File: src/hw/rtl/nnp_pkg.sv
// ----------------------------------------------------------------------------
// nnp_pkg
// Shared constants for the 10:10:10 unit-normal packer.
// ----------------------------------------------------------------------------
package nnp_pkg;

  localparam int unsigned FIELD_BITS = 10;  // width of one packed component
  localparam int unsigned UNIT_BITS  = 9;   // magnitude bits of one component
  localparam int unsigned WORD_BITS  = 30;  // three packed components
  localparam int unsigned TDATA_OUT  = 32;  // packed word filled to bytes

  // 511^2 = 2^18 - 2^10 + 1, applied as shifts and adds
  localparam int unsigned SCALE_SQ_HI  = 18;
  localparam int unsigned SCALE_SQ_MID = 10;

endpackage

File: src/hw/rtl/nnp_bit_step.sv
// ----------------------------------------------------------------------------
// nnp_bit_step
// One restoring square-root-quotient step for all three lanes, registered.
// ----------------------------------------------------------------------------
module nnp_bit_step #(
  parameter int unsigned SW  = 34,
  parameter int unsigned PW  = 54,
  parameter int unsigned BIT = 8
) (
  input  logic                                 clk,
  input  logic                                 rst,
  input  logic                                 in_valid,
  output logic                                 in_ready,
  input  logic [SW-1:0]                        in_sum,
  input  logic [2:0][PW-1:0]                   in_target,
  input  logic [2:0][PW-1:0]                   in_qsq,
  input  logic [2:0][PW-1:0]                   in_qs,
  input  logic [2:0][nnp_pkg::UNIT_BITS-1:0]   in_q,
  input  logic [2:0]                           in_neg,
  output logic                                 out_valid,
  input  logic                                 out_ready,
  output logic [SW-1:0]                        out_sum,
  output logic [2:0][PW-1:0]                   out_target,
  output logic [2:0][PW-1:0]                   out_qsq,
  output logic [2:0][PW-1:0]                   out_qs,
  output logic [2:0][nnp_pkg::UNIT_BITS-1:0]   out_q,
  output logic [2:0]                           out_neg
);

  logic [PW-1:0] sum_ext;
  logic [2:0][PW-1:0] cand;
  logic [2:0] take;

  assign in_ready = !out_valid || out_ready;
  assign sum_ext  = PW'(in_sum);

  // (q + 2^b)^2 S = q^2 S + 2^(b+1) q S + 2^(2b) S
  always_comb begin
    for (int i = 0; i < 3; i++) begin
      cand[i] = in_qsq[i] + (in_qs[i] << (BIT + 1)) + (sum_ext << (2 * BIT));
      take[i] = (cand[i] <= in_target[i]);
    end
  end

  always_ff @(posedge clk) begin
    if (rst) begin
      out_valid <= 1'b0;
    end else if (in_ready) begin
      out_valid <= in_valid;
    end
  end

  always_ff @(posedge clk) begin
    if (in_ready && in_valid) begin
      out_sum    <= in_sum;
      out_target <= in_target;
      out_neg    <= in_neg;
      for (int i = 0; i < 3; i++) begin
        if (take[i]) begin
          out_qsq[i] <= cand[i];
          out_qs[i]  <= in_qs[i] + (sum_ext << BIT);
          out_q[i]   <= in_q[i] | nnp_pkg::UNIT_BITS'(1 << BIT);
        end else begin
          out_qsq[i] <= in_qsq[i];
          out_qs[i]  <= in_qs[i];
          out_q[i]   <= in_q[i];
        end
      end
    end
  end

endmodule

File: config.mk
export PLATFORM = sky130hd
export DESIGN_NAME = nnp_bit_step
export DESIGN_NICKNAME = d
export VERILOG_FILES = /design/src/hw/rtl/nnp_pkg.sv /design/src/hw/rtl/nnp_bit_step.sv
export SDC_FILE = /design/constraint.sdc
export NUM_CORES = 2
export LEC_CHECK = 0
export BUFFER_PORTS_ARGS = -buffer_cell sky130_fd_sc_hd__buf_4
export CAP_MARGIN = 20
export CORE_AREA = 5 5 432 434
export CTS_BUF_LIST = sky130_fd_sc_hd__clkbuf_16
export DETAILED_ROUTE_END_ITERATION = 6
export DIE_AREA = 0 0 437 439
export SYNTH_ARGS = -nofsm -noshare
export SYNTH_HDL_FRONTEND = slang
export SYNTH_SLANG_ARGS = --single-unit
File: constraint.sdc
create_clock -name clk -period 29.8 [get_ports clk]
set_input_delay 1.49 -clock clk [delete_from_list [all_inputs] [get_ports clk]]
set_output_delay 1.49 -clock clk [all_outputs]
set_load 0.01 [all_outputs]
==> results.toml <==
[global_route]
antenna_found_initial = 65
grt_max_degree = 130
gr-usage-all-layers_pct = 19.8
grt_pass1_wl_mm = 266
overflow = 0
grt_pass1_vias = 32600

[final_layout]
register_area_um2 = 16500
final_common_cell = "buf_4"
multi_input_area_um2 = 20500
area_growth_syn_to_layout_pct = 36.3
final_nets = 5725
fin_area_um2 = 52300
most-common-layout-cells = "1125 x buf_4, 550 x edfxtp_1, 423 x ha_1, 354 x nand2_1, 292 x a21oi_1"
drive_gt1_share_pct = 29.7
fillers = 19100

[drt]
vias = 33300
detail-route-antenna-nets = 0
dr.first_iter.drc_count = 2442
routed_wl_mm = 200
drcViolationCount = 0
via_per_inst = 4.68
firstDrtPassIters = 6
wire_per_inst_um = 28.1

[clock_network]
postCtsResizedCells = 0
clk_latency_ns = 0.72
clk_path_buf_depth = 3
clock-root-buffer = "clkbuf_16"
cts_setup_buffers = 0
hold_buffers = 0
cts_tree = "built"
htreeDepth = 3
cts.clk_slew.worst_paths_ns = 0.06
cts_sinks = 551
cts_inserted_buffers = 79

[worst_setup_path]
cp-start-kind = "input pin"
cp_data_arrival_time_ns = 9.16
r2r-start = "out_valid"
cp_slowest_cell = "nor3_1"
crit_fanout = 53
crit_path_end = "out_qs[88]"
regToRegSetupSlack_ns = 25.73
path_buf_inv = 6
crit_family = "compound AO/OA/AOI/OAI gates"
crit_type = "in -> reg"
cp.required_ns = 30.16
slowest_delay_ns = 0.88
cp-startpoint = "in_sum[0]"
r2r-end = "out_qs[17]"
endpoint_kind = "register"
cp.depth = 27
ff2ff_path_depth = 5

[yosys]
syn_area_um2 = 38400
avgSynthCellArea_um2 = 10.9
synth_cell_types = 98
ys_seq_area_share_pct = 43.1
yosysWarnings = 0
yosysTopAreaCell = "edfxtp_1"
synthFlopType = "edfxtp_1"
synth.top_cell.area_share_pct = 43.0
syn-num-nets = 4618
ys_top_cells_by_area = "edfxtp_1 43%, ha_1 14%, fa_1 5.6%"
ys_ff_latch = 551
synthCells = 3533
async_flop_share_pct = 0
synth-edff-count = 550

[die]
dieArea_um2 = 192000
io_pins = 1106
row_count = 157
initial_core_util_pct = 21.1
die_h_um = 439
core_um2 = 182000
die_x_um = 437

[placed_design]
gp_congestion = 0.933
dp_hpwl_mm = 172
dpl_cell_area_um2 = 49500
port-buffer-count = 1105

[power_and_ir_drop]
power.density_nw_per_um2 = 69.4
p_sw_share_pct = 38.2
power.internal_w = 0.00224
leakagePower_nw = 22.8
seqPwrFrac_pct = 29.7
power.switching_w = 0.00139
pwr-share-comb_pct = 42.1
ir_drop_v = 0.0000420
p_clk_share_pct = 28.2

[status]
outcome = "finished clean"

[sta]
min_period_ns = 8.80
setup_violations = 0
finalCritPeriodShare_pct = 29.5
grt_setup_unrepaired = "false"
finalSetupTns_ns = 0
fin_worst_skew_ns = 0.0404
slew_viol_final = 0
tightest_slew_ns = 1.13
maxSlewHeadroom_pct = 24.5
fmax_mhz = 114
hold_viol = 0

[hold_path]
hold_class = "reg -> reg"

[flow_run]
max_cap_viol_count = 0
[metrics by stage]
step	hold slack [ns]	setup slack [ns]	util [%]	instances	power, W
floorplan	0.593	14.67	-	3533	0.00196
global placement	0.509	20.41	27.1	6943	0.00261
finish	0.540	21.00	28.7	7119	0.00363
CTS	0.528	21.14	28.6	7091	0.00368
global route	0.567	20.73	28.7	7110	0.00384
detailed placement	0.519	20.42	27.1	6944	0.00262
[cell families after synthesis]
group | Yosys count | share of synthesized area (%)
AOI/OAI and AO/OA | 927 | 15.4
DFF | 551 | 43.1
xor gates and xnor gates | 252 | 5.75
muxes | 98 | 2.87
and+or+nand+nor | 817 | 9.93
buffers and inverters | 357 | 3.56
adders and majority gates | 531 | 19.4
[flip-flops by register name (all words and copies together), names as in the netlist]
signal,flops
out_target,162
out_sum,34
out_qs,162
out_valid,1
out_q,27
out_neg,3
out_qsq,162
[power by group through the flow]
stage	Combinational, W	Sequential [W]	Clock [W]
global route	0.00166	0.00109	0.00109
floorplan	0.000796	0.00117	0
detailed placement	0.00153	0.00109	0
finish	0.00153	0.00108	0.00102
CTS	0.00154	0.00108	0.00106
global placement	0.00152	0.00109	0
[cells in the mapped netlist (60+ instances only)]
library cell / number
inv_1: 256
a21oi_1: 292
nand3_1: 60
o21ai_0: 189
edfxtp_1: 550
a21o_1: 148
fa_1: 108
clkbuf_1: 84
nand2_1: 354
nor2_1: 143
xnor2_1: 144
mux2_2: 95
xor2_1: 108
nand4_1: 73
ha_1: 423
[worst register-to-register path, delay by kind of cell (launching register included)]
family                 cells  cell delay (ns)
DFF                        1             0.31
buffers and inverters      3             2.55
and+or+nand+nor            2             0.75
[area by class of cell]
type	instances	area share, %
diodes	28	0.134
clock buffers	79	3.78
clock inverters	68	1.49
inverters	257	1.84
multi-input cells	2625	39.2
flip-flops and latches	551	31.6
well taps	2385	5.71
repair buffers	1126	16.2
[layer usage]
| metal | global-route usage (%) | routed length, µm | up-vias |
|---|---|---|---|
| met5 | 0 | 100 | - |
| met4 | 9.52 | 9510 | 14 |
| met3 | 4.76 | 13500 | 304 |
| met2 | 33.5 | 97500 | 1309 |
| met1 | 23.6 | 79300 | 16400 |
| li1 | - | - | 15300 |
[worst min-delay path by stage]
stage               from        end  slack, ns  cells after the start
3_3_place_gp   out_valid  out_valid       0.51                      2
3_5_place_dp   out_valid  out_valid       0.52                      2
6_report       out_valid  out_valid       0.54                      2
5_1_grt        out_valid  out_valid       0.57                      2
4_1_cts        out_valid  out_valid       0.53                      2
2_1_floorplan  out_valid  out_valid       0.59                      2
Power figures use the tool's default switching activity.
